File: src/sv/dcbd_pkg.sv
// Shared types, constants and offset table for the dense-code bitstream decoder.
package dcbd_pkg;

    localparam int unsigned INDEX_W   = 22;
    localparam int unsigned RUN_W     = 23;
    localparam int unsigned IDX_SUM_W = 27;

    localparam logic [3:0]         NUM_STOPPERS  = 4'd7;
    localparam logic [2:0]         MAX_RUN       = 3'd7;
    localparam logic [RUN_W-1:0]   RUN_MAX_VALUE = 23'h7F_FFFF;
    localparam logic [INDEX_W-1:0] DICT_RESET    = 22'd262144;

    localparam logic [1:0] ST_WORD      = 2'd0;
    localparam logic [1:0] ST_END_CLEAN = 2'd1;
    localparam logic [1:0] ST_END_DROP  = 2'd2;
    localparam logic [1:0] ST_INDEX_ERR = 2'd3;

    typedef struct packed {
        logic code_bit;
        logic final_bit;
    } in_word_t;

    typedef struct packed {
        logic [INDEX_W-1:0] word_index;
        logic               add_space;
        logic [1:0]         status;
        logic               end_of_message;
    } out_word_t;

    // First index of the codewords with k continuers: 7*(9^k-1)/8
    function automatic logic [INDEX_W-1:0] run_offset(input logic [2:0] k);
        logic [INDEX_W-1:0] r;
        case (k)
            3'd0: r = 22'd0;
            3'd1: r = 22'd7;
            3'd2: r = 22'd70;
            3'd3: r = 22'd637;
            3'd4: r = 22'd5740;
            3'd5: r = 22'd51667;
            3'd6: r = 22'd465010;
            3'd7: r = 22'd4185097;
            default: r = 22'd0;
        endcase
        return r;
    endfunction

endpackage

File: src/sv/dense_code_bitstream_decoder.sv
// Top level of the dense-code bitstream decoder: bit parser, state and result queue.
//
// Usage:
//   s_valid/s_ready/s_data carry one message bit per word (code_bit, and final_bit
//   on the last bit of a message). m_valid/m_ready/m_data carry results: a decoded
//   dictionary index with its add_space flag, an index error, or the end result
//   that closes a message.
//   cfg_wr_en/cfg_wr_data write the dictionary size; write it only while idle.
// A result caused by a bit enters the result queue when that bit is taken.
// Throughput: one bit per cycle while s_ready is high. A bit causes at most two
//   results; they go into a four-entry result queue and leave at one per cycle while
//   m_ready is high. s_ready is high while the queue has room for two, so a stalled
//   receiver backs up into s_ready after the queue fills, and no result is ever lost.
// Reset (aresetn low, synchronous): parser state and queue are cleared and the
//   dictionary size returns to 262144.
// After the last bit of a message the parser starts over with the next bit.
module dense_code_bitstream_decoder (
    input  logic                              aclk,
    input  logic                              aresetn,
    input  logic                              s_valid,
    output logic                              s_ready,
    input  dcbd_pkg::in_word_t                s_data,
    output logic                              m_valid,
    input  logic                              m_ready,
    output dcbd_pkg::out_word_t               m_data,
    input  logic                              cfg_wr_en,
    input  logic [dcbd_pkg::INDEX_W-1:0]      cfg_wr_data
);

    logic [dcbd_pkg::INDEX_W-1:0] dict_size_reg;

    logic [2:0]                   nibble_reg, nibble_next;
    logic [1:0]                   bit_count_reg, bit_count_next;
    logic                         await_sep_reg, await_sep_next;
    logic [2:0]                   run_len_reg, run_len_next;
    logic [dcbd_pkg::RUN_W-1:0]   run_val_reg, run_val_next;
    logic [dcbd_pkg::INDEX_W-1:0] held_idx_reg, held_idx_next;
    logic                         halted_reg, halted_next;

    dcbd_pkg::out_word_t          res0, res1;
    logic [1:0]                   n_res;

    dcbd_pkg::out_word_t          queue_reg [4];
    logic [1:0]                   wr_ptr_reg, rd_ptr_reg;
    logic [2:0]                   count_reg;

    logic                         accept, pop;
    logic [3:0]                   nib_full;
    logic [25:0]                  run_x7, run_x9;
    logic [dcbd_pkg::IDX_SUM_W-1:0] idx_sum, cont_sum;
    logic                         last;

    assign accept  = s_valid && s_ready;
    assign pop     = m_valid && m_ready;
    assign s_ready = (count_reg <= 3'd2);
    assign m_valid = (count_reg != 3'd0);
    assign m_data  = queue_reg[rd_ptr_reg];
    assign last    = s_data.final_bit;

    assign nib_full = {nibble_reg, s_data.code_bit};
    assign run_x7   = {run_val_reg, 3'b000} - {3'b000, run_val_reg};
    assign run_x9   = {run_val_reg, 3'b000} + {3'b000, run_val_reg};
    assign idx_sum  = {1'b0, run_x7} + {23'd0, nib_full}
                    + {5'd0, dcbd_pkg::run_offset(run_len_reg)};
    assign cont_sum = {1'b0, run_x9} + {23'd0, nib_full - dcbd_pkg::NUM_STOPPERS};

    always_comb begin
        nibble_next    = nibble_reg;
        bit_count_next = bit_count_reg;
        await_sep_next = await_sep_reg;
        run_len_next   = run_len_reg;
        run_val_next   = run_val_reg;
        held_idx_next  = held_idx_reg;
        halted_next    = halted_reg;
        res0           = '0;
        res1           = '0;
        n_res          = 2'd0;

        if (halted_reg) begin
            if (last) begin
                res0.status         = dcbd_pkg::ST_END_DROP;
                res0.end_of_message = 1'b1;
                n_res               = 2'd1;
            end
        end else begin
            if (await_sep_reg) begin
                res0.word_index = held_idx_reg;
                res0.add_space  = s_data.code_bit;
                res0.status     = dcbd_pkg::ST_WORD;
                n_res           = 2'd1;
                await_sep_next  = 1'b0;
                held_idx_next   = '0;
            end else if (bit_count_reg == 2'd3) begin
                nibble_next    = '0;
                bit_count_next = '0;
                if (nib_full >= dcbd_pkg::NUM_STOPPERS) begin
                    if (run_len_reg >= dcbd_pkg::MAX_RUN) begin
                        res0.status = dcbd_pkg::ST_INDEX_ERR;
                        n_res       = 2'd1;
                        halted_next = 1'b1;
                    end else begin
                        run_val_next = (cont_sum > {4'd0, dcbd_pkg::RUN_MAX_VALUE})
                                     ? dcbd_pkg::RUN_MAX_VALUE
                                     : cont_sum[dcbd_pkg::RUN_W-1:0];
                        run_len_next = run_len_reg + 3'd1;
                    end
                end else begin
                    run_len_next = '0;
                    run_val_next = '0;
                    if (idx_sum >= {5'd0, dict_size_reg}) begin
                        res0.status = dcbd_pkg::ST_INDEX_ERR;
                        n_res       = 2'd1;
                        halted_next = 1'b1;
                    end else begin
                        held_idx_next  = idx_sum[dcbd_pkg::INDEX_W-1:0];
                        await_sep_next = 1'b1;
                    end
                end
            end else begin
                nibble_next    = nib_full[2:0];
                bit_count_next = bit_count_reg + 2'd1;
            end

            if (last) begin
                // n_res is 1 after a separator or error; 0 otherwise, as after a stopper
                if (await_sep_next) begin
                    res0.word_index     = held_idx_next;
                    res0.add_space      = 1'b0;
                    res0.status         = dcbd_pkg::ST_WORD;
                    res1.status         = dcbd_pkg::ST_END_CLEAN;
                    res1.end_of_message = 1'b1;
                    n_res               = 2'd2;
                end else if (n_res == 2'd1) begin
                    res1.status         = (halted_next || bit_count_next != 2'd0 ||
                                           run_len_next != 3'd0)
                                        ? dcbd_pkg::ST_END_DROP : dcbd_pkg::ST_END_CLEAN;
                    res1.end_of_message = 1'b1;
                    n_res               = 2'd2;
                end else begin
                    res0.status         = (bit_count_next != 2'd0 || run_len_next != 3'd0)
                                        ? dcbd_pkg::ST_END_DROP : dcbd_pkg::ST_END_CLEAN;
                    res0.end_of_message = 1'b1;
                    n_res               = 2'd1;
                end
            end
        end

        if (last) begin
            nibble_next    = '0;
            bit_count_next = '0;
            await_sep_next = 1'b0;
            run_len_next   = '0;
            run_val_next   = '0;
            held_idx_next  = '0;
            halted_next    = 1'b0;
        end
    end

    always_ff @(posedge aclk) begin
        if (!aresetn) begin
            dict_size_reg <= dcbd_pkg::DICT_RESET;
        end else if (cfg_wr_en) begin
            dict_size_reg <= cfg_wr_data;
        end
    end

    always_ff @(posedge aclk) begin
        if (!aresetn) begin
            nibble_reg    <= '0;
            bit_count_reg <= '0;
            await_sep_reg <= 1'b0;
            run_len_reg   <= '0;
            run_val_reg   <= '0;
            held_idx_reg  <= '0;
            halted_reg    <= 1'b0;
        end else if (accept) begin
            nibble_reg    <= nibble_next;
            bit_count_reg <= bit_count_next;
            await_sep_reg <= await_sep_next;
            run_len_reg   <= run_len_next;
            run_val_reg   <= run_val_next;
            held_idx_reg  <= held_idx_next;
            halted_reg    <= halted_next;
        end
    end

    // result queue: up to two pushes and one pop per cycle
    always_ff @(posedge aclk) begin
        if (accept && n_res != 2'd0) begin
            queue_reg[wr_ptr_reg] <= res0;
        end
        if (accept && n_res == 2'd2) begin
            queue_reg[wr_ptr_reg + 2'd1] <= res1;
        end
    end

    always_ff @(posedge aclk) begin
        if (!aresetn) begin
            wr_ptr_reg <= '0;
            rd_ptr_reg <= '0;
            count_reg  <= '0;
        end else begin
            if (accept) begin
                wr_ptr_reg <= wr_ptr_reg + n_res;
            end
            if (pop) begin
                rd_ptr_reg <= rd_ptr_reg + 2'd1;
            end
            count_reg <= count_reg + (accept ? {1'b0, n_res} : 3'd0)
                       - (pop ? 3'd1 : 3'd0);
        end
    end

endmodule
File: config.mk
export PLATFORM = sky130hd
export DESIGN_NAME = dense_code_bitstream_decoder
export DESIGN_NICKNAME = d
export VERILOG_FILES = /design/src/sv/dcbd_pkg.sv /design/src/sv/dense_code_bitstream_decoder.sv
export SDC_FILE = /design/constraint.sdc
export NUM_CORES = 1
export LEC_CHECK = 0
export BUFFER_PORTS_ARGS = -buffer_cell sky130_fd_sc_hd__buf_2
export CAP_MARGIN = 0
export CORE_MARGIN = 4
export CORE_UTILIZATION = 35
export CTS_CLUSTER_DIAMETER = 100
export CTS_CLUSTER_SIZE = 30
export DETAILED_ROUTE_END_ITERATION = 6
export PLACE_DENSITY = 0.59
export SLEW_MARGIN = 10
export SYNTH_ARGS = -nofsm -noshare
export SYNTH_HDL_FRONTEND = slang
export SYNTH_SLANG_ARGS = --single-unit
File: constraint.sdc
create_clock -name aclk -period 6.1 [get_ports aclk]
set_clock_uncertainty 0.2 [all_clocks]
set_input_delay 0.915 -clock aclk [delete_from_list [all_inputs] [get_ports aclk]]
set_output_delay 0.915 -clock aclk [all_outputs]
set_load 0.01 [all_outputs]
==> metrics.txt, run 1 <==
Fillers 3526; Post-DP HPWL 27020 um; I/O Buffers 56; post-synth top area share 0.2908; Combinational Power Share 0.167; Crit Reg-Reg Endpoint count_reg[1]; Std-Cell Rows 71; MaxCap Viol Count 0; TritonCTS clock tree done; Seq cells post-synth 205; overflow left after global routing 0; chip height 202.8 um; Tot GR Track Use 0.1730; Worst EP required 6.31 ns; worst ir drop on vdd 0.1746 mV; Pwr Density 164.2 nW/um^2; CP max stage delay 0.41 ns; Starting Density 0.3535; DRC Markers 0; status finished, violations left; met1 global-route usage 0.2285; worst setup path end count_reg[1]; Die W 202.8 um; largest cells by area after synthesis dfxtp_1, ha_1, mux2i_1, nor2_1, mux4_2; Core ar. 37580 um^2; Clock transition at path regs 0.12 ns; largest net degree at the start of global routing 38; most frequent cell after synthesis nor2_1; Finished Layout Cells 2246; vias post-DR 11630; busiest layer in global routing met2; CP Launch Type flop; layout cell share with drive strength beyond 1 0.2945; router iterations before antenna repair 5; Hold Crit Start nibble_reg[2]; Rel. slew slack 0.2297; antenna violations before repair 0; TritonCTS Buffers 12; Internal 2.010 mW; Post-DP Area 15520 um^2; Seq/Total Area, Yosys 0.3180; WL final 37790 um; vias in the first global route 11430; crit path max fanout 5; Max Fclk 154.2 MHz; Post-Syn Instances 1472; Fin. Hold Viols 0; CTS root buf clkbuf_16; top_reg_cell synth dfxtp_1; Critical Path Start run_val_reg[10]; first-pass GRT wire length 59280 um; Post-Syn Area 13290 um^2; Via-to-Cell Ratio 5.179; # setup viols final 112; Worst Setup Slack, final -0.3832 ns; Sequential Power Share 0.499; I/O pin total 57; period utilisation layout 1.063; failing checks setup timing; crit path DAT 6.69 ns; most frequent cells after synthesis nor2_1, dfxtp_1, ha_1; WS Path Type reg -> reg; syn_nets 1627; met3 usage 0.01853; Pleak 7.732 nW; R2R Setup Slk -0.38 ns; slowest stage cell, crit path fa_2; WHS 0.2736 ns; # H-tree levels 1; cell taking the most area after synthesis dfxtp_1; Avg WL per Cell 16.83 um; Area Growth Syn to Fin 30.02%; EDFF count, synth 12; Crit. End Element flop; RSZ-0062 raised after global routing true; syn avg cell area 9.025 um^2; Tot Pwr 2.836 mW; Clk Latency, worst-skew pair 0.50 ns; post-route cell area 17270 um^2; asr flop ratio synth 0; CTS Buffer Depth 3; max reg flops 104; min cycle time layout 6.483 ns; # diodes 0; DP Cell Count 2159; clock power share 0.335; Net Sw Frac 0.2911; global placer's final weighted congestion 0.8832; GR Layer Usage met2 0.3006; synth warn 0; Worst Tran Pin Value 1.143 ns; DR iter-0 viols 565; CP most frequent cell ha_1; clock sinks 205; Worst R2R Start run_val_reg[10]; Switch Pwr 0.8256 mW; Reg2Reg Depth 32; Die ar. 41140 um^2; ANT nets after route 0; Layout Nets 1885; count of different cell masters after synthesis 80; worst min-delay path class reg -> reg; fin. max-slew vios 0
==> metrics by stage <==
step	util	TNS (ns)	setup WS (ns)
final	0.4597	-6.611	-0.3832
after global routing	0.4597	-58.58	-0.7596
after CTS	0.4381	-0.7386	-0.3239
after detailed placement	0.4131	-28.04	-0.6330
after global placement	0.4131	-12.52	-0.5084
after floorplan	-	-0.4814	-0.2684
==> cell usage in the layout, fill, tap and decap left out, types with 10 or more instances in the layout <==
cell type / n
nand3_1: 23
nor2_1: 188
nand2_1: 72
a31oi_1: 10
a22o_1: 37
buf_6: 29
inv_1: 94
o21ai_0: 35
mux2i_1: 107
ha_1: 98
ha_4: 12
clkbuf_16: 19
nor2b_1: 11
a21o_1: 28
xnor2_1: 58
mux4_2: 26
nor3_1: 24
buf_4: 219
buf_2: 56
or3_1: 12
edfxtp_1: 12
xor2_1: 17
a21oi_1: 61
dfxtp_1: 184
a22oi_1: 24
==> repair_timing <==
action                                  CTS  global route
setup buffers                            40            20
gates resized for setup                  62           115
gates cloned                              0            12
pin swaps                                47            74
endpoints found under the setup margin  124           143
hold buffers                              0             0
==> critical path: cells and delay by family (launching register included) <==
family / cells / cell delay [ns]
DFF: 1 / 0.34
adders and majority gates: 7 / 1.88
AOI/OAI and AO/OA: 15 / 2.80
xor gates and xnor gates: 2 / 0.27
and+or+nand+nor: 6 / 0.78
buffers and inverters: 2 / 0.11
==> worst min-delay path by stage <==
stage | slack (ns) | end | cells after the start
floorplan | 0.24 | nibble_reg[2] | 2
global placement | 0.25 | nibble_reg[2] | 2
detailed placement | 0.26 | nibble_reg[2] | 2
CTS | 0.28 | nibble_reg[2] | 2
global route | 0.31 | nibble_reg[2] | 2
finish | 0.27 | nibble_reg[2] | 2
==> power groups by stage <==
stage	combinational [mW]	sequential, mW	clock [mW]
global route	0.518	1.42	1.02
global placement	0.399	1.44	0
CTS	0.410	1.41	0.978
finish	0.472	1.41	0.950
floorplan	0.293	1.43	0
detailed placement	0.404	1.44	0
==> layer usage <==
layer	routed length (um)	vias to the layer above
met1	16730	5588
met4	1200	0
met3	1245	65
met2	18610	224
met5	0	-
li1	-	5754
==> kinds of logic after synthesis <==
| family | Yosys count | synth area share |
|---|---|---|
| adders and majority gates | 126 | 0.1232 |
| muxes | 136 | 0.1279 |
| DFF | 205 | 0.3180 |
| and+or+nand+nor | 420 | 0.1444 |
| xor gates and xnor gates | 84 | 0.05538 |
| AOI/OAI and AO/OA | 324 | 0.1739 |
| buffers and inverters | 177 | 0.05736 |
==> area by class of cell <==
cell class	instances	area, um^2	share of cell area
Multi-Input combinational cell	1090	9035	0.5230
Tap cell	511	639.4	0.03701
Clock inverter	4	77.57	0.004491
Sequential cell	205	4245	0.2458
Inverter	102	382.9	0.02216
Clock buffer	15	332.8	0.01927
Timing Repair Buffer	319	2561	0.1483
(Power assumes the default switching activity.)
==> run 2: changes to the inputs <==
--- a/config.mk
+++ b/config.mk
@@ -12,7 +12,9 @@
 export CTS_CLUSTER_DIAMETER = 100
 export CTS_CLUSTER_SIZE = 30
 export DETAILED_ROUTE_END_ITERATION = 6
+export MAX_ROUTING_LAYER = met4
 export PLACE_DENSITY = 0.59
+export REMOVE_ABC_BUFFERS = 1
 export SLEW_MARGIN = 10
 export SYNTH_ARGS = -nofsm -noshare
 export SYNTH_HDL_FRONTEND = slang
==> run 2 against run 1 <==
Effect of this change: the run still ends with setup timing left; total power shrank 2.0%; combinational power shrank 3%; hold slack gained 0.011 ns; first-iteration DRC count grew 29%; critical endpoint unchanged.
==> metrics.txt, run 2 (same netlist as run 1, synthesis figures left out) <==
status finished, violations left; failing checks setup timing; Avg WL per Cell 16.37 um (-2.7%); min cycle time layout 6.517 ns (+0.03401 ns); WL final 36610 um (-3.1%); Worst R2R Start run_val_reg[3]; vias in the first global route 11330 (-0.81%); Tot GR Track Use 0.1744 (+0.001341); Combinational Power Share 0.165 (-0.002); ANT nets after route 0 (unchanged); Core ar. 37580 um^2 (unchanged); Layout Nets 1876 (-0.48%); Sequential Power Share 0.507 (+0.008); antenna violations before repair 0 (unchanged); router iterations before antenna repair 6 (+1); Rel. slew slack 0.2811 (+0.05133); vias post-DR 11450 (-1.6%); Die ar. 41140 um^2 (unchanged); area of the multi-input gates 8840 um^2 (-2.2%); max reg flops 104 (unchanged); # H-tree levels 1 (unchanged); Worst Tran Pin Value 1.078 ns (-0.06491 ns); # diodes 0 (unchanged); Post-DP HPWL 26910 um (-0.41%); chip height 202.8 um (unchanged); worst min-delay path class reg -> reg; MaxCap Viol Count 0 (unchanged); Internal 2.009 mW (about the same); period utilisation layout 1.068 (+0.005576); DRC Markers 0 (unchanged); R2R Setup Slk -0.42 ns (-0.03 ns); Crit Reg-Reg Endpoint count_reg[1]; worst ir drop on vdd 0.1357 mV (-22%); largest net degree at the start of global routing 39 (+2.6%); Fin. Hold Viols 0 (unchanged); Clk Latency, worst-skew pair 0.49 ns (about the same); Switch Pwr 0.7690 mW (-6.9%); RSZ-0062 raised after global routing true; clock sinks 205 (unchanged); CP Launch Type flop; slowest stage cell, crit path fa_2; most frequent cells in the layout buf_4, nor2_1, dfxtp_1, mux2i_1, ha_1; Post-DP Area 15540 um^2 (+0.13%); crit path max fanout 5 (unchanged); Reg2Reg Depth 37 (+16%); Fin Setup TNS -6.091 ns (+0.5210 ns); Starting Density 0.3535 (unchanged); Post-CTS Hold Buffers 0 (unchanged); DP Worst Slack -0.8082 ns (-0.1752 ns); I/O pin total 57 (unchanged); Die W 202.8 um (unchanged); Area Growth Syn to Fin 27.89%; layout cell share with drive strength beyond 1 0.2706 (-0.02396); Worst EP required 6.34 ns (+0.03 ns); first-pass GRT wire length 58410 um (-1.5%); CTS Buffer Depth 3 (unchanged); Worst Hold Depth 2 (unchanged); WS Path Type reg -> reg; Worst Setup Slack, final -0.4172 ns (-0.03401 ns); Clock transition at path regs 0.10 ns (-0.02 ns); clock power share 0.328 (-0.007); CP max stage delay 0.50 ns (+0.09 ns); DR iter-0 viols 730 (+29%); crit path DAT 6.75 ns (+0.06 ns); Net Sw Frac 0.2768 (-0.01435); most common cell after layout, fill and taps aside buf_4; I/O Buffers 56 (unchanged); Hold EP nibble_reg[2]; post-route cell area 16990 um^2 (-1.6%); TritonCTS Buffers 12 (unchanged); Hold Crit Start nibble_reg[2]; Pleak 7.658 nW (-0.95%); Via-to-Cell Ratio 5.117 (-1.2%); CTS root buf clkbuf_16; Crit. End Element flop; fin. max-slew vios 0 (unchanged); Seq. cell area 4240 um^2 (-0.12%); global placer's final weighted congestion 0.8899 (+0.76%); overflow left after global routing 0 (unchanged); Pwr Density 163.5 nW/um^2 (-0.39%); Fillers 3543 (+0.48%); Std-Cell Rows 71 (unchanged); TritonCTS clock tree done; Max Fclk 153.4 MHz (-0.52%); # setup viols final 64 (-43%)
-- run 2: cell count changes in the layout (fill, tap and decap cells not counted), sizes merged --
cell,delta
bufbuf,+1
clkbuf,-2
buf,-7
clkinvlp,-1
-- run 2: how the worst max path moves through the flow --
stage	startpoint	endpoint	slack [ns]	depth (start not counted)
after CTS	run_val_reg[4]	count_reg[1]	-0.33	37
after detailed placement	run_val_reg[1]	count_reg[2]	-0.81	34
after floorplan	run_val_reg[4]	queue_reg[0][10]	-1.19	27
after global placement	run_val_reg[3]	count_reg[2]	-0.65	35
final	run_val_reg[3]	count_reg[1]	-0.42	37
after global routing	run_val_reg[3]	count_reg[1]	-0.70	37
-- run 2: critical path, delay by kind of cell, from the launching register on --
| kind | cells | cell delay [ns] |
|---|---|---|
| fa+ha+maj | 7 | 1.94 |
| simple gates | 16 | 1.82 |
| compound gates | 9 | 1.61 |
| xor+xnor | 2 | 0.35 |
| flops | 1 | 0.34 |
| buf+inv | 3 | 0.19 |
-- run 2: per-stage QoR --
step	hold slack, ns	total power [mW]	utilization	cells
floorplan	0.2447	1.702	-	1397
CTS	0.2887	2.783	0.4428	2228
finish	0.2844	2.778	0.4521	2237
global route	0.3058	2.893	0.4521	2237
detailed placement	0.2666	1.852	0.4136	2174
global placement	0.2610	1.845	0.4136	2174
-- run 2: layout make-up --
| cell class | instances | area share |
|---|---|---|
| Multi-Input combinational cell | 1090 | 0.5203 |
| Inverter | 102 | 0.02253 |
| Sequential cell | 205 | 0.2496 |
| Clock inverter | 3 | 0.002798 |
| Timing Repair Buffer | 310 | 0.1467 |
| Tap cell | 511 | 0.03763 |
| Clock buffer | 16 | 0.02047 |
-- run 2: timing repair --
action | in CTS | in global routing
pin swaps | 64 | 37
endpoints found under the hold margin | 0 | 0
setup endpoints to repair | 144 | 144
buffers inserted | 40 | 16
gates cloned | 1 | 3
resized for setup | 84 | 54
-- run 2: power by group through the flow --
stage,clock network [mW],logic (mW),registers [mW]
after floorplan,0,0.237,1.47
after global placement,0,0.408,1.44
after detailed placement,0,0.415,1.44
after CTS,0.947,0.428,1.41
after global routing,0.979,0.501,1.41
final,0.913,0.458,1.41
-- run 2: routing by layer --
| metal | vias to the layer above | part of all wire | global-route usage |
|---|---|---|---|
| met5 | - | 0 | - |
| met4 | 0 | 0.027 | 0.04316 |
| met1 | 5443 | 0.44 | 0.2143 |
| met2 | 217 | 0.51 | 0.3106 |
| li1 | 5741 | - | - |
| met3 | 45 | 0.027 | 0.01533 |
